[src/civ_fr_pkg.sv]
// Shared constants and types of the CI-V frame receiver.
package civ_fr_pkg;

    localparam int MAX_FRAME = 16;
    localparam int LEN_W     = $clog2(MAX_FRAME + 2);

    localparam int BYTE_W   = 8;
    localparam int STATUS_W = 3;
    localparam int FREQ_W   = 34;
    localparam int NIB_W    = 4;
    localparam int DIGITS   = 10;
    localparam int BCD_W    = DIGITS * NIB_W;
    localparam int CNT_W    = $clog2(DIGITS + 1);

    // frame bytes 0..9 are the only fixed positions the checks read
    localparam int KEEP_BYTES = 10;

    localparam int QUEUE_DEPTH = 2;
    localparam int QPTR_W      = (QUEUE_DEPTH > 1) ? $clog2(QUEUE_DEPTH) : 1;
    localparam int QCNT_W      = $clog2(QUEUE_DEPTH + 1);

    localparam logic [BYTE_W-1:0] PREAMBLE       = 8'hFE;
    localparam logic [BYTE_W-1:0] END_BYTE       = 8'hFD;
    localparam logic [BYTE_W-1:0] CMD_FREQ_XFER  = 8'h00;
    localparam logic [BYTE_W-1:0] CMD_MODE_XFER  = 8'h01;
    localparam logic [BYTE_W-1:0] CMD_FREQ_GET   = 8'h03;
    localparam logic [BYTE_W-1:0] CMD_MODE_GET   = 8'h04;
    localparam logic [BYTE_W-1:0] RIG_ADDR_RESET = 8'd88;

    localparam logic [LEN_W-1:0] ECHO_MIN_LEN = LEN_W'(3);
    localparam logic [LEN_W-1:0] MIN_LEN      = LEN_W'(6);
    localparam logic [LEN_W-1:0] MODE_MIN_LEN = LEN_W'(7);
    localparam logic [LEN_W-1:0] FREQ_MIN_LEN = LEN_W'(11);
    localparam logic [LEN_W-1:0] MAX_LEN      = LEN_W'(MAX_FRAME);

    localparam logic [STATUS_W-1:0] ST_COLLECT  = 3'd0;
    localparam logic [STATUS_W-1:0] ST_FREQ     = 3'd1;
    localparam logic [STATUS_W-1:0] ST_MODE     = 3'd2;
    localparam logic [STATUS_W-1:0] ST_ECHO     = 3'd3;
    localparam logic [STATUS_W-1:0] ST_ERROR    = 3'd4;
    localparam logic [STATUS_W-1:0] ST_IGNORED  = 3'd5;
    localparam logic [STATUS_W-1:0] ST_OVERFLOW = 3'd6;

    // one classified byte: status, BCD digits most significant first, mode byte
    typedef struct packed {
        logic [STATUS_W-1:0] status;
        logic [BCD_W-1:0]    bcd;
        logic [BYTE_W-1:0]   mode;
    } t_q_entry;

endpackage

[src/civ_fr_if.sv]
// Valid/ready channel interfaces of the CI-V frame receiver.
interface civ_fr_in_if;
    import civ_fr_pkg::*;
    logic              valid;
    logic              ready;
    logic [BYTE_W-1:0] rx_byte;

    modport source (output valid, output rx_byte, input ready);
    modport sink   (input valid, input rx_byte, output ready);
endinterface

interface civ_fr_out_if;
    import civ_fr_pkg::*;
    logic                valid;
    logic                ready;
    logic [STATUS_W-1:0] status;
    logic [FREQ_W-1:0]   frequency;
    logic                freq_valid;
    logic [BYTE_W-1:0]   mode;
    logic                mode_valid;

    modport source (output valid, output status, output frequency, output freq_valid,
                    output mode, output mode_valid, input ready);
    modport sink   (input valid, input status, input frequency, input freq_valid,
                    input mode, input mode_valid, output ready);
endinterface

[src/civ_fr_front.sv]
// Front end: byte intake, frame assembly and frame classification.
module civ_fr_front import civ_fr_pkg::*; (
    input  logic              i_clk,
    input  logic              i_rst_n,
    input  logic              i_cfg_wr_en,
    input  logic [BYTE_W-1:0] i_cfg_wr_data,
    civ_fr_in_if.sink         i_rx,
    input  logic              i_q_full,
    output logic              o_push,
    output t_q_entry          o_push_data
);

    logic [BYTE_W-1:0] r_rig_addr;
    logic [1:0]        r_pre_cnt;
    logic [1:0]        n_pre_cnt;
    logic [LEN_W-1:0]  r_len;
    logic [LEN_W-1:0]  n_len;
    logic [LEN_W-1:0]  len_inc;
    logic [BYTE_W-1:0] r_frame_byte [KEEP_BYTES];
    logic [BYTE_W-1:0] fb [KEEP_BYTES];
    logic [BYTE_W-1:0] r_last;
    logic [BYTE_W-1:0] cur_last;
    logic [BYTE_W-1:0] ch;
    logic              accept;
    logic              is_pre;
    logic              is_end;
    logic              do_store;
    logic              overflow;
    logic              bad_frame;
    logic [STATUS_W-1:0] status;

    assign ch         = i_rx.rx_byte;
    assign i_rx.ready = !i_q_full;
    assign accept     = i_rx.valid && !i_q_full;

    assign is_pre   = (ch == PREAMBLE);
    assign is_end   = (ch == END_BYTE);
    assign do_store = is_pre || (r_pre_cnt == 2'd2);
    assign len_inc  = r_len + LEN_W'(do_store);
    assign overflow = (len_inc > MAX_LEN);
    assign n_len    = (overflow || is_end) ? '0 : len_inc;
    assign cur_last = do_store ? ch : r_last;

    always_comb begin
        n_pre_cnt = r_pre_cnt;
        if (is_pre && r_pre_cnt != 2'd3) begin
            n_pre_cnt = r_pre_cnt + 2'd1;
        end
        if (is_end || overflow) begin
            n_pre_cnt = 2'd0;
        end
    end

    // frame bytes as they stand after this byte
    always_comb begin
        for (int i = 0; i < KEEP_BYTES; i++) begin
            fb[i] = (do_store && r_len == LEN_W'(i)) ? ch : r_frame_byte[i];
        end
    end

    assign bad_frame = (fb[0] != PREAMBLE) || (fb[1] != PREAMBLE) ||
                       (cur_last != END_BYTE) || (fb[3] != r_rig_addr);

    always_comb begin
        status = ST_COLLECT;
        if (overflow) begin
            status = ST_OVERFLOW;
        end else if (is_end) begin
            if (len_inc >= ECHO_MIN_LEN && fb[2] == r_rig_addr) begin
                status = ST_ECHO;
            end else if (len_inc < MIN_LEN || bad_frame) begin
                status = ST_ERROR;
            end else if (fb[4] == CMD_FREQ_XFER || fb[4] == CMD_FREQ_GET) begin
                status = (len_inc < FREQ_MIN_LEN) ? ST_ERROR : ST_FREQ;
            end else if (fb[4] == CMD_MODE_XFER || fb[4] == CMD_MODE_GET) begin
                status = (len_inc < MODE_MIN_LEN) ? ST_ERROR : ST_MODE;
            end else begin
                status = ST_IGNORED;
            end
        end
    end

    assign o_push             = accept;
    assign o_push_data.status = status;
    assign o_push_data.bcd    = {fb[9], fb[8], fb[7], fb[6], fb[5]};
    assign o_push_data.mode   = fb[5];

    always_ff @(posedge i_clk) begin
        if (!i_rst_n) begin
            r_rig_addr <= RIG_ADDR_RESET;
            r_pre_cnt  <= 2'd0;
            r_len      <= '0;
        end else begin
            if (i_cfg_wr_en) begin
                r_rig_addr <= i_cfg_wr_data;
            end
            if (accept) begin
                r_pre_cnt <= n_pre_cnt;
                r_len     <= n_len;
            end
        end
    end

    always_ff @(posedge i_clk) begin
        if (accept && do_store) begin
            r_last <= ch;
        end
        for (int i = 0; i < KEEP_BYTES; i++) begin
            if (accept && do_store && r_len == LEN_W'(i)) begin
                r_frame_byte[i] <= ch;
            end
        end
    end

endmodule

[src/civ_fr_queue.sv]
// Short FIFO of classified bytes between front and back end.
module civ_fr_queue import civ_fr_pkg::*; (
    input  logic     i_clk,
    input  logic     i_rst_n,
    input  logic     i_push,
    input  t_q_entry i_push_data,
    output logic     o_full,
    input  logic     i_pop,
    output logic     o_empty,
    output t_q_entry o_pop_data
);

    t_q_entry          r_entry [QUEUE_DEPTH];
    logic [QPTR_W-1:0] r_wr_ptr;
    logic [QPTR_W-1:0] r_rd_ptr;
    logic [QCNT_W-1:0] r_count;

    assign o_full     = (r_count == QCNT_W'(QUEUE_DEPTH));
    assign o_empty    = (r_count == '0);
    assign o_pop_data = r_entry[r_rd_ptr];

    function automatic logic [QPTR_W-1:0] ptr_inc(input logic [QPTR_W-1:0] p);
        return (p == QPTR_W'(QUEUE_DEPTH - 1)) ? '0 : p + QPTR_W'(1);
    endfunction

    always_ff @(posedge i_clk) begin
        if (!i_rst_n) begin
            r_wr_ptr <= '0;
            r_rd_ptr <= '0;
            r_count  <= '0;
        end else begin
            if (i_push) begin
                r_wr_ptr <= ptr_inc(r_wr_ptr);
            end
            if (i_pop) begin
                r_rd_ptr <= ptr_inc(r_rd_ptr);
            end
            if (i_push && !i_pop) begin
                r_count <= r_count + QCNT_W'(1);
            end else if (!i_push && i_pop) begin
                r_count <= r_count - QCNT_W'(1);
            end
        end
    end

    always_ff @(posedge i_clk) begin
        if (i_push) begin
            r_entry[r_wr_ptr] <= i_push_data;
        end
    end

endmodule

[src/civ_fr_back.sv]
// Back end: BCD to binary conversion, report state and result register.
module civ_fr_back import civ_fr_pkg::*; (
    input  logic          i_clk,
    input  logic          i_rst_n,
    input  logic          i_q_empty,
    input  t_q_entry      i_q_data,
    output logic          o_pop,
    civ_fr_out_if.source  o_res
);

    localparam logic S_IDLE = 1'b0;
    localparam logic S_CONV = 1'b1;

    logic                r_state;
    logic [CNT_W-1:0]    r_cnt;
    logic [FREQ_W-1:0]   r_acc;
    logic [FREQ_W-1:0]   acc_next;
    logic [BCD_W-1:0]    r_bcd;
    logic [FREQ_W-1:0]   r_freq_value;
    logic                r_freq_seen;
    logic [BYTE_W-1:0]   r_mode_value;
    logic                r_mode_seen;
    logic                r_out_valid;
    logic [STATUS_W-1:0] r_out_status;
    logic [FREQ_W-1:0]   r_out_freq;
    logic                r_out_freq_valid;
    logic [BYTE_W-1:0]   r_out_mode;
    logic                r_out_mode_valid;
    logic                slot_free;
    logic                is_freq;
    logic                is_mode;
    logic                emit_direct;
    logic                emit_freq;
    logic                conv_step;

    assign slot_free   = !r_out_valid || o_res.ready;
    assign is_freq     = (i_q_data.status == ST_FREQ);
    assign is_mode     = (i_q_data.status == ST_MODE);
    assign o_pop       = (r_state == S_IDLE) && !i_q_empty && slot_free;
    assign emit_direct = o_pop && !is_freq;
    assign conv_step   = (r_state == S_CONV) && (r_cnt != '0);
    assign emit_freq   = (r_state == S_CONV) && (r_cnt == '0) && slot_free;

    // acc * 10 + next digit
    assign acc_next = {r_acc[FREQ_W-4:0], 3'b000} + {r_acc[FREQ_W-2:0], 1'b0} +
                      FREQ_W'(r_bcd[BCD_W-1 -: NIB_W]);

    assign o_res.valid      = r_out_valid;
    assign o_res.status     = r_out_status;
    assign o_res.frequency  = r_out_freq;
    assign o_res.freq_valid = r_out_freq_valid;
    assign o_res.mode       = r_out_mode;
    assign o_res.mode_valid = r_out_mode_valid;

    always_ff @(posedge i_clk) begin
        if (!i_rst_n) begin
            r_state      <= S_IDLE;
            r_cnt        <= '0;
            r_out_valid  <= 1'b0;
            r_freq_value <= '0;
            r_freq_seen  <= 1'b0;
            r_mode_value <= '0;
            r_mode_seen  <= 1'b0;
        end else begin
            if (emit_direct || emit_freq) begin
                r_out_valid <= 1'b1;
            end else if (o_res.ready) begin
                r_out_valid <= 1'b0;
            end
            unique case (r_state)
                S_IDLE: begin
                    if (o_pop && is_freq) begin
                        r_state <= S_CONV;
                        r_cnt   <= CNT_W'(DIGITS);
                    end else if (o_pop && is_mode) begin
                        r_mode_value <= i_q_data.mode;
                        r_mode_seen  <= 1'b1;
                    end
                end
                S_CONV: begin
                    if (conv_step) begin
                        r_cnt <= r_cnt - CNT_W'(1);
                    end else if (slot_free) begin
                        r_state      <= S_IDLE;
                        r_freq_value <= r_acc;
                        r_freq_seen  <= 1'b1;
                    end
                end
                default: r_state <= S_IDLE;
            endcase
        end
    end

    always_ff @(posedge i_clk) begin
        if (o_pop && is_freq) begin
            r_acc <= '0;
            r_bcd <= i_q_data.bcd;
        end else if (conv_step) begin
            r_acc <= acc_next;
            r_bcd <= {r_bcd[BCD_W-NIB_W-1:0], {NIB_W{1'b0}}};
        end
        if (emit_direct) begin
            r_out_status     <= i_q_data.status;
            r_out_freq       <= r_freq_value;
            r_out_freq_valid <= r_freq_seen;
            r_out_mode       <= is_mode ? i_q_data.mode : r_mode_value;
            r_out_mode_valid <= is_mode || r_mode_seen;
        end else if (emit_freq) begin
            r_out_status     <= ST_FREQ;
            r_out_freq       <= r_acc;
            r_out_freq_valid <= 1'b1;
            r_out_mode       <= r_mode_value;
            r_out_mode_valid <= r_mode_seen;
        end
    end

endmodule

[src/civ_frame_receiver.sv]
// Top level of the CI-V frame receiver.
//
// Input channel i_rx carries one received link byte per transfer; output
// channel o_res returns exactly one result per input byte, in order: a status
// code plus the current frequency, mode and their valid flags.
// The rig address register is written through i_cfg_wr_en/i_cfg_wr_data and
// resets to 88; write it only while no byte is in flight.
// Each byte's classification is written into the queue, and the back end moves
// it into the result register when it pops the entry. For the end byte of a
// frequency report the back end converts the ten BCD digits one per cycle
// with a shared multiply-by-ten adder before loading the result register.
// Throughput: one byte per cycle except behind a frequency report, where
// the converter holds the back end; a two-entry queue lets the front end
// keep taking bytes meanwhile.
// When o_res stalls, the result register holds; once the queue fills,
// i_rx.ready drops.
// Synchronous reset clears the frame assembly, queue, reported frequency and
// mode, and the valid flag of the result register.
module civ_frame_receiver import civ_fr_pkg::*; (
    input  logic              i_clk,
    input  logic              i_rst_n,
    input  logic              i_cfg_wr_en,
    input  logic [BYTE_W-1:0] i_cfg_wr_data,
    civ_fr_in_if.sink         i_rx,
    civ_fr_out_if.source      o_res
);

    logic     q_push;
    logic     q_full;
    logic     q_pop;
    logic     q_empty;
    t_q_entry q_push_data;
    t_q_entry q_pop_data;

    civ_fr_front u_front (
        .i_clk         (i_clk),
        .i_rst_n       (i_rst_n),
        .i_cfg_wr_en   (i_cfg_wr_en),
        .i_cfg_wr_data (i_cfg_wr_data),
        .i_rx          (i_rx),
        .i_q_full      (q_full),
        .o_push        (q_push),
        .o_push_data   (q_push_data)
    );

    civ_fr_queue u_queue (
        .i_clk       (i_clk),
        .i_rst_n     (i_rst_n),
        .i_push      (q_push),
        .i_push_data (q_push_data),
        .o_full      (q_full),
        .i_pop       (q_pop),
        .o_empty     (q_empty),
        .o_pop_data  (q_pop_data)
    );

    civ_fr_back u_back (
        .i_clk     (i_clk),
        .i_rst_n   (i_rst_n),
        .i_q_empty (q_empty),
        .i_q_data  (q_pop_data),
        .o_pop     (q_pop),
        .o_res     (o_res)
    );

endmodule

[src/flat_wrapper.sv]
// flat-port wrapper written by rule: the top's interface ports become plain ports
module civ_frame_receiver_flat import civ_fr_pkg::*;
  (i_clk, i_rst_n, i_cfg_wr_en, i_cfg_wr_data, i_rx_valid, i_rx_rx_byte, i_rx_ready, o_res_valid, o_res_status, o_res_frequency, o_res_freq_valid, o_res_mode, o_res_mode_valid, o_res_ready);
  civ_fr_in_if i_rx_i ();
  civ_fr_out_if o_res_i ();
  input  logic i_clk;
  input  logic i_rst_n;
  input  logic i_cfg_wr_en;
  input  logic [BYTE_W-1:0] i_cfg_wr_data;
  input wire logic [$bits(i_rx_i.valid)-1:0] i_rx_valid;
  input wire logic [$bits(i_rx_i.rx_byte)-1:0] i_rx_rx_byte;
  output wire logic [$bits(i_rx_i.ready)-1:0] i_rx_ready;
  output wire logic [$bits(o_res_i.valid)-1:0] o_res_valid;
  output wire logic [$bits(o_res_i.status)-1:0] o_res_status;
  output wire logic [$bits(o_res_i.frequency)-1:0] o_res_frequency;
  output wire logic [$bits(o_res_i.freq_valid)-1:0] o_res_freq_valid;
  output wire logic [$bits(o_res_i.mode)-1:0] o_res_mode;
  output wire logic [$bits(o_res_i.mode_valid)-1:0] o_res_mode_valid;
  input wire logic [$bits(o_res_i.ready)-1:0] o_res_ready;
  assign i_rx_i.valid = i_rx_valid;
  assign i_rx_i.rx_byte = i_rx_rx_byte;
  assign i_rx_ready = i_rx_i.ready;
  assign o_res_valid = o_res_i.valid;
  assign o_res_status = o_res_i.status;
  assign o_res_frequency = o_res_i.frequency;
  assign o_res_freq_valid = o_res_i.freq_valid;
  assign o_res_mode = o_res_i.mode;
  assign o_res_mode_valid = o_res_i.mode_valid;
  assign o_res_i.ready = o_res_ready;
  civ_frame_receiver u_core (.i_clk(i_clk), .i_rst_n(i_rst_n), .i_cfg_wr_en(i_cfg_wr_en), .i_cfg_wr_data(i_cfg_wr_data), .i_rx(i_rx_i), .o_res(o_res_i));
endmodule
[config.mk]
export PLATFORM = sky130hd
export DESIGN_NAME = civ_frame_receiver_flat
export DESIGN_NICKNAME = d
export VERILOG_FILES = /design/src/civ_fr_pkg.sv /design/src/civ_fr_if.sv /design/src/civ_fr_front.sv /design/src/civ_fr_queue.sv /design/src/civ_fr_back.sv /design/src/civ_frame_receiver.sv /design/src/flat_wrapper.sv
export SDC_FILE = /design/constraint.sdc
export NUM_CORES = 1
export LEC_CHECK = 0
export ABC_AREA = 1
export BUFFER_PORTS_ARGS = -buffer_cell sky130_fd_sc_hd__buf_2
export CAP_MARGIN = 40
export CORE_UTILIZATION = 40
export CTS_CLUSTER_DIAMETER = 150
export DETAILED_ROUTE_END_ITERATION = 10
export PLACE_DENSITY = 0.59
export SLEW_MARGIN = 20
export SYNTH_ARGS = -nofsm -noshare
export SYNTH_HDL_FRONTEND = slang
export SYNTH_SLANG_ARGS = --single-unit
export TNS_END_PERCENT = 1
[constraint.sdc]
create_clock -name i_clk -period 4.53 [get_ports i_clk]
set_clock_uncertainty 0.15 [all_clocks]
set_input_delay 0.906 -clock i_clk [delete_from_list [all_inputs] [get_ports i_clk]]
set_output_delay 0.906 -clock i_clk [all_outputs]
set_load 0.01 [all_outputs]
# Word level (Yosys, flattened, before mapping)
# Memories as Yosys holds them, arrays and structs flattened. A register that Yosys moved wholly into a read port is not among the register bits.
# Cells that the tools add are included.
[word_totals]
out_inout_bits = 49
ff_bits = 198
mem_bits_rw = 182
wordCells = 239
mem_count = 2
[classes]
n_eq_ne = 26
add_sub_neg = 9
n_reduce_logical = 74
n_lt_le_gt_ge = 5
mux = 99
bitwise_logic = 3
[memory_table]
columns = ["name", "words", "word_bits", "rd", "rd_clocked_by_memory_dff", "write_ports", "line_no", "source"]
rows = [
  ["u_core.u_queue.r_entry", 2, 51, 1, 1, 1, "civ_fr_queue.sv:13", "t_q_entry r_entry [QUEUE_DEPTH];"],
  ["u_core.u_front.r_frame_byte", 10, 8, 10, 0, 1, "civ_fr_front.sv:19", "logic [BYTE_W-1:0] r_frame_byte [KEEP_BYTES];"],
]
[ops]
columns = ["op", "n"]
rows = [
  ["$mux 8", 23],
  ["$mux 40", 2],
  ["$reduce_or 8->1", 9],
  ["$mux 34", 2],
  ["$mux 1", 44],
  ["$mux 4", 11],
  ["$add 34x34->34", 1],
  ["$add 34x4->34", 1],
  ["$logic_and 1x1->1", 34],
  ["$mux 3", 10],
  ["$ne 8x8->1 const B", 3],
  ["$eq 5x3->1 const B", 4],
  ["$eq 8x8->1 const B", 2],
  ["$logic_or 1x1->1", 11],
  ["$eq 5x2->1 const B", 2],
  ["$eq 5x4->1 const B", 2],
  ["$lt 5x3->1 const B", 2],
  ["$reduce_bool 2->1", 5],
  ["$eq 8x1->1 const B", 1],
  ["$eq 8x2->1 const B", 1],
  ["$eq 8x3->1 const B", 1],
  ["$eq 8x8->1", 1],
  ["$logic_not 8->1", 1],
  ["$mux 2", 4],
  ["26 further kinds", 39],
]

# Longest topological paths before layout
# Gate-level depths: netlist of run 1.
[depth]
depth_word = 17
ltp_mapped = 19
depth_no_buf = 18

# Modules after synthesis
# From an unflattened synthesis of run 1, not the netlist that was laid out.
[hier_totals]
hier_cells = 1976
area_unflattened_um2 = 18571.6
[modules_own_cells]
columns = ["module", "n_inst", "cells_per_inst", "area_each_um2"]
rows = [
  ["civ_fr_back", 1, 1229, 9372.7],
  ["civ_fr_front", 1, 553, 5034.8],
  ["civ_fr_queue", 1, 194, 4164.0],
]

# Least setup slack after synthesis of run 1
# Ideal clock, no wire load.
[synth_timing]
path_kind = "input port to flip-flop"
start = "in i_rx_valid"
end = "mem u_core.u_queue.r_entry[0][10] (netlist name), enable pin"
setup_time_ns = 0.444
t_arrival_ns = 3.037
required_time_ns = 3.936
setup_slack_ns = 0.899
stages = 3
path_buffers = 1
path_cell_list = "nand2_1 clkbuf_1 nor2_1"
[synth_between]
elab_chain_len = 3
[synth_rtl]
columns = ["element", "line_no", "source"]
rows = [
  ["start: declaration", "flat_wrapper.sv:10", "input wire logic [$bits(i_rx_i.valid)-1:0] i_rx_valid;"],
  ["$logic_and 1x1->1", "civ_fr_front.sv:34", "assign accept = i_rx.valid && !i_q_full;"],
  ["$mux 1", "civ_fr_queue.sv:47", "if (i_push) begin"],
  ["$mux 1 (not written as such)", "civ_fr_queue.sv:48", "r_entry[r_wr_ptr] <= i_push_data;"],
  ["end: declaration", "civ_fr_queue.sv:13", ""],
]
# No other way between the ends.

# Final worst setup path of run 1
[layout_timing]
start = "reg u_core.u_back.r_acc[0]"
end = "reg u_core.u_back.r_acc[26]"
[layout_between]
elab_chain_len = 2
[layout_rtl]
columns = ["element", "line_no", "source"]
rows = [
  ["start: declaration", "civ_fr_back.sv:16", "logic [FREQ_W-1:0] r_acc;"],
  ["start signal: assignment", "civ_fr_back.sv:99", "r_acc <= acc_next;"],
  ["$add 34x34->34", "civ_fr_back.sv:45", "assign acc_next = {r_acc[FREQ_W-4:0], 3'b000} + {r_acc[FREQ_W-2:0], 1'b0} +"],
  ["$add 34x4->34", "civ_fr_back.sv:45", ""],
]
# No other way between the ends.
# A chain may end at the register's enable or synchronous reset.

==> summary.md, run 1 <==
| Metric | Value |
|---|---|
| Status | finished with violations |
| Violated checks | design-rule violations |
| Synth async-reset ratio | 0% |
| CTS H-tree depth | 2 |
| Layout cell share with drive strength beyond 1 | 9.42% |
| Number of clock sinks | 365 |
| Setup TNS Final | 0 ns |
| Arrival time at the worst endpoint | 3.53 ns |
| Crit path cell chain | fa_1 > fa_1 > nand3_1 > nand3_1 > a21oi_1 > o21ai_0 > nand3_1 > o21ai_0 > xor2_1 > o21ai_0 > inv_1 |
| CP max stage delay | ~0.61 ns |
| # port buffers | 69 |
| Actual slew at the worst max-slew pin | 0.744 ns |
| DPL Wire Length | 25.8 mm |
| Final Util | 46.1% |
| Post-Synthesis Cells | 1,740 |
| GPL Wtd Cong | about 0.90 |
| Main synth FF type | edfxtp_1 |
| FF+latch count, synth | 365 |
| Crit path capture type | flop |
| Seq/Total Area, Yosys | 59.2% |
| Core area | 41,000 µm² |
| Count of cell types in the netlist | 46 |
| DRT iter0 DRCs | around 700 |
| Rows | 74 |
| Grt ovf | 0 |
| First-pass GRT wire length | between 50 and 60 mm |
| CP startpoint kind | flop |
| Unrepaired setup endpoints after global routing | false |
| Slew margin rel. | 50.2% |
| Largest net degree at the start of global routing | 77 |
| Buf/Inv on CP | 1 |
| Initial Utilization | about two fifths |
| Slowest-stage cell, CP | fa_1 |
| Area contributors post-synth | edfxtp_1 47%, dfxtp_1 12%, nand2_1 8.1%, o21ai_0 7.3%, ha_1 5.1% |
| Post-synth top area cell | edfxtp_1 |
| Clk Latency, worst-skew pair | roughly 0.55 ns |
| Antenna violations before repair | 0 |
| Total GRT Usage | between 15 and 20% |
| Final Setup Violations | 0 |
| Via count | 11.7k |
| DIE HEIGHT | 207 µm |
| Via density | just under 5 |
| IO Pins | 70 |
| CTS tree | yes |
| Fmax | 309 MHz |
| Most common cell in the netlist | nand2_1 |
| Area share of the largest cell type after synthesis | 46.8% |
| Number of synthesized flops with an enable pin | 261 |
| DR pass1 iterations | 8 |
| Layout Nets | ~1.9k |
| WP data required | around 4.8 ns |
| Post-Syn Area | 16,700 µm² |
| Post-cts resize count | 0 |
| Minimum clock period | 3.24 ns |
| Most common library cells after synthesis | 362 x nand2_1, 261 x edfxtp_1, 243 x o21ai_0, 197 x inv_1, 126 x a21oi_1 |
| Area Growth Syn to Fin | 12.9% |
| Worst vdd ir | 0.397 mV |
| MaxCap Viol Count | 0 |
| Worst hold path class | flop to flop |
| Root Driver | clkbuf_16 |
| Syn. warnings | 0 |
| Syn nets | ~1.8k |
| Ant. Diodes | 0 |
| Overall Power | roughly 10 mW |
| Leakage power | 7.90 nW |
| Hold Buf Count CTS | 0 |
| CTS Buffer Depth | 3 |
| Mean Syn Cell Area | 9.62 µm² |
| Delay-heaviest family, CP | compound AO/OA/AOI/OAI gates |
| Die Wd | slightly above 200 µm |
| Final ANT Viol Nets | 0 |
| Cts bufs inserted | 39 |
| Overall routed net length | 36.9 mm |
| Buffer count from post-CTS setup fixing | 0 |
| Max-slew violation count | 0 |
| Final hold violation count | 0 |
| Routed len/inst | 15.6 µm |
| # DRC | 5 |
| Fillers | 3,853 |
| Crit-path max FO | 4 |
| Crit share post-route | 71.5% |
| CTS clk-pin slew, worst paths | 0.06 ns |
| Die footprint | between 40,000 and 50,000 µm² |
| Vias in the first global route | 11.2k |
| PwrDens | 537 nW/µm² |
| WS Path Type | flop to flop |
## worst paths after layout
path	start	cells after the start	end	slack, ns
max	u_core.u_back.r_acc[0]	11	u_core.u_back.r_acc[26]	1.29
min	u_core.u_back.r_mode_seen	2	u_core.u_back.r_mode_seen	0.30
max reg2reg	u_core.u_back.r_acc[0]	11	u_core.u_back.r_acc[26]	1.29
min reg2reg	u_core.u_back.r_mode_seen	2	u_core.u_back.r_mode_seen	0.30
## worst min-delay path, cell delays in order (launching register included)
cell and delay (ns):
dfxtp_1 0.29, inv_1 0.06, a21oi_1 0.06
## cells in the final DEF (no fill, tap or decap), drive strengths merged, types with 2 or more instances in the layout
cell type	synthesis	layout
buf	15	88
a211oi	2	2
bufinv	0	2
o21ai	250	250
ha	68	68
xnor2	5	5
inv	201	204
mux2	4	4
a21o	8	8
nor3	22	22
edfxtp	261	261
o21bai	4	4
nand2	369	369
nand3b	2	2
nor4	5	5
dfxtp	104	104
xor2	22	22
mux2i	2	2
fa	2	2
o211ai	5	5
nand3	64	64
clkbuf	43	49
o21a	3	3
a21oi	128	128
nand4	9	9
or2	2	2
nor2	131	131
clkinv	3	16
## per-layer routing
metal  vias up  wire length, µm  share of wire, %  GRT usage [%]
met5         -                0                 0              0
met4         0              859               2.3           5.25
met3        46             1460               4.0           2.62
met2       196            17500                48           29.9
met1      5389            17000                46           23.8
li1       6041                -                 -              -
## cell type report
type | count | area [µm²] | area share (%)
Timing Repair Buffer | 88 | 520 | 2.75
Multi-Input combinational cell | 1113 | 5840 | 30.9
Sequential cell | 365 | 9920 | 52.5
Tap cell | 532 | 666 | 3.52
Clock buffer | 49 | 1030 | 5.46
Clock inverter | 18 | 168 | 0.887
Inverter | 204 | 766 | 4.05
## per-stage QoR
step | hold slack [ns] | worst slack (ns) | cell area, µm² | instances
floorplan | 0.276 | 0.899 | 16700 | 1740
CTS | 0.306 | 1.28 | 18900 | 2368
global route | 0.338 | 0.945 | 18900 | 2369
global placement | 0.290 | 0.817 | 17700 | 2300
finish | 0.305 | 1.29 | 18900 | 2369
detailed placement | 0.297 | 0.756 | 17700 | 2301
## registers in the layout (all words and copies together) (netlist names), 2 cells and up, named ones only
signal	cells
u_core.u_back.r_cnt	4
u_core.u_queue.r_entry	86
u_core.u_back.o_res.mode	8
u_core.u_front.r_last	8
u_core.u_queue.r_count	2
u_core.u_front.r_pre_cnt	2
u_core.u_back.o_res.frequency	34
u_core.u_back.r_bcd	40
u_core.u_front.r_frame_byte	80
u_core.u_back.r_acc	34
u_core.u_back.r_mode_value	8
u_core.u_front.r_rig_addr	8
u_core.u_back.o_res.status	3
u_core.u_back.r_freq_value	34
u_core.u_front.r_len	5
## logic make-up (layout without fill, tap and decap cells)
kind of cell / after synthesis / after routing / share of synthesized area [%]
xor gates and xnor gates: 27 / 27 / 1.41
muxes: 6 / 6 / 0.388
buffers and inverters: 262 / 359 / 6.07
adders and majority gates: 70 / 70 / 5.32
and+or+nand+nor: 605 / 605 / 15.0
DFF: 365 / 365 / 59.2
AOI/OAI and AO/OA: 405 / 405 / 12.6
## power breakdown
| part | internal, mW | leakage [nW] | switching [mW] |
|---|---|---|---|
| sequential | 4.34 | 3.27 | 0.251 |
| clock | 1.74 | 0.594 | 1.30 |
| combinational | 0.819 | 4.04 | 1.72 |
(Power assumes the default switching activity.)
==> run 2: changes to the inputs <==
==> constraint.sdc (replaced) <==
create_clock -name i_clk -period 3.2 [get_ports i_clk]
set_clock_uncertainty 0.15 [all_clocks]
set_input_delay 0.64 -clock i_clk [delete_from_list [all_inputs] [get_ports i_clk]]
set_output_delay 0.64 -clock i_clk [all_outputs]
set_load 0.01 [all_outputs]
==> summary.md, run 2 (synthesis gave the netlist of run 1 again) <==
| Metric | Value |
|---|---|
| Status | finished with violations |
| Violated checks | design-rule violations |
| Grt met3 use | 2.90% |
| Fillers | 3,907 |
| Minimum clock period | between 2 and 3 ns |
| Reg-to-Reg Start | u_core.u_back.r_acc[2] |
| Crit path capture type | flop |
| DRT iter0 DRCs | 901 |
| Layout Nets | 1,920 |
| Ant. Diodes | 0 |
| Final ANT Viol Nets | 0 |
| Reg2reg setup slack | 0.20 ns |
| Worst r2r path cells | 13 |
| Core area | 41,000 µm² |
| Final Hold Slack | 0.170 ns |
| Commonest non-fill, non-tap cell in the layout | nand2_1 |
| Register area | 9920 µm² |
| Via density | 4.98 |
| Hold Path End | u_core.u_front.r_rig_addr[4] |
| Max-slew violation count | 0 |
| Crit share post-route | 93.7% |
| Root Driver | clkbuf_16 |
| Crit path top cell by count | nand2_1 |
| Max FFs per register | 86 |
| Die Wd | 207 µm |
| Total GRT Usage | 18.2% |
| CP max stage delay | roughly 0.5 ns |
| Crit-path max FO | 4 |
| CP startpoint kind | flop |
| Layout cell share with drive strength beyond 1 | 10.6% |
| Final Setup Violations | 0 |
| Crit path cell chain | fa_1 > fa_1 > nand3_1 > nand3_1 > a21oi_2 > o21ai_0 > a21o_1 > nand2_1 > nand2_1 > nand2_1 > nand2_1 > o21ai_0 > inv_1 |
| PwrDens | between 700 and 800 nW/µm² |
| # DRC | 6 |
| Vias in the first global route | approximately 12k |
| Largest Register | u_core.u_queue.r_entry |
| Delay-heaviest family, CP | adder cells |
| Overall routed net length | 37.5 mm |
| Met2 GRT Util | 31.1% |
| Hold_sp | i_cfg_wr_data[4] |
| Buf/Inv on CP | 1 |
| Slew margin rel. | approximately 52% |
| Unrepaired setup endpoints after global routing | false |
| Slowest-stage cell, CP | fa_1 |
| Post-cts resize count | 0 |
| Grt met1 use | 23.7% |
| Multi-input gate area | 5840 µm² |
| Cts bufs inserted | 39 |
| Final hold violation count | 0 |
| Most frequent cells in the layout | 361 x nand2_1, 261 x edfxtp_1, 242 x o21ai_0 |
| GPL Wtd Cong | 0.919 |
| # port buffers | 69 |
| Die footprint | roughly 43,000 µm² |
| Hold Buf Count CTS | 0 |
| Buffer count from post-CTS setup fixing | 0 |
| Initial Utilization | 40.8% |
| DPL Wire Length | around 25 mm |
| Biggest regs | u_core.u_queue.r_entry x86, u_core.u_front.r_frame_byte x80, u_core.u_back.r_bcd x40 |
| Worst vdd ir | 0.567 mV |
| Antenna violations before repair | 0 |
| WS Path Type | flop to flop |
| CTS tree | yes |
| Worst hold path class | input pin to flop |
| First-pass GRT wire length | 60.8 mm |
| IO Pins | 70 |
| CTS H-tree depth | 2 |
| Arrival time at the worst endpoint | between 3 and 4 ns |
| DIE HEIGHT | a little over 200 µm |
| Rows | 74 |
| Routed len/inst | 15.7 µm |
| Hold Crit Depth | 3 |
| WP data required | 3.49 ns |
| CTS Buffer Depth | 3 |
| Grt ovf | 0 |
| Actual slew at the worst max-slew pin | 0.707 ns |
| Via count | roughly 12k |
| CTS clk-pin slew, worst paths | 0.06 ns |
| Fmax | 333 MHz |
| DR pass1 iterations | 10 |
| Setup TNS Final | 0 ns |
| Largest net degree at the start of global routing | between 70 and 80 |
| Busiest grt layer | met2 |
| MaxCap Viol Count | 0 |
| Clk Latency, worst-skew pair | about 0.55 ns |
| Leakage power | 8.04 nW |
| Worst r2r dst | u_core.u_back.r_acc[22] |
| Number of clock sinks | 365 |
| Area Growth Syn to Fin | 14.6% |
==> run 2: metal layers <==
| metal | vias up | routed length [µm] |
|---|---|---|
| li1 | 6096 | - |
| met1 | 5539 | 17000 |
| met2 | 217 | 18100 |
| met3 | 57 | 1630 |
| met4 | 0 | 837 |
| met5 | - | 0 |
==> run 2: cell type report <==
| class | count | share of cell area (%) |
|---|---|---|
| Sequential cell | 365 | 51.7 |
| Timing Repair Buffer | 106 | 3.64 |
| Clock inverter | 31 | 1.68 |
| Tap cell | 532 | 3.47 |
| Multi-Input combinational cell | 1113 | 30.4 |
| Clock buffer | 41 | 5.12 |
| Inverter | 204 | 3.99 |
==> run 2: stage by stage <==
step / cells / area, µm² / utilization [%] / power (mW) / setup WS (ns)
4_1_cts: 2392 / 19200 / 46.8 / 14.9 / 0.0918
3_5_place_dp: 2320 / 17900 / 43.6 / 10.3 / 0.105
2_1_floorplan: 1740 / 16700 / - / 9.01 / 0.0148
5_1_grt: 2392 / 19200 / 46.8 / 15.7 / 0.0164
6_report: 2392 / 19200 / 46.8 / 14.7 / 0.201
3_3_place_gp: 2320 / 17900 / 43.6 / 10.2 / 0.181
==> run 2: how the worst max path moves through the flow <==
stage	from	to	cells past startpoint
2_1_floorplan	i_rx_valid	u_core.u_queue.r_entry[1][10]	2
3_3_place_gp	i_rx_rx_byte[0]	u_core.u_queue.r_entry[1][50]	18
3_5_place_dp	u_core.u_back.r_acc[2]	u_core.u_back.r_acc[22]	13
4_1_cts	u_core.u_back.r_acc[2]	u_core.u_back.r_acc[22]	13
5_1_grt	u_core.u_back.r_acc[2]	u_core.u_back.r_acc[22]	13
6_report	u_core.u_back.r_acc[2]	u_core.u_back.r_acc[22]	13
==> run 2: tightest hold or removal path: stages <==
cell	delay, ns
buf_2	0.08
a21oi_1	0.05
o21ai_0	0.06
==> run 2: power breakdown <==
part           leakage [nW]  internal (mW)  total [mW]  switching (mW)
registers              3.27           6.13        6.49           0.354
logic                  4.14           1.22        3.66            2.44
clock network         0.634           2.67        4.58            1.91
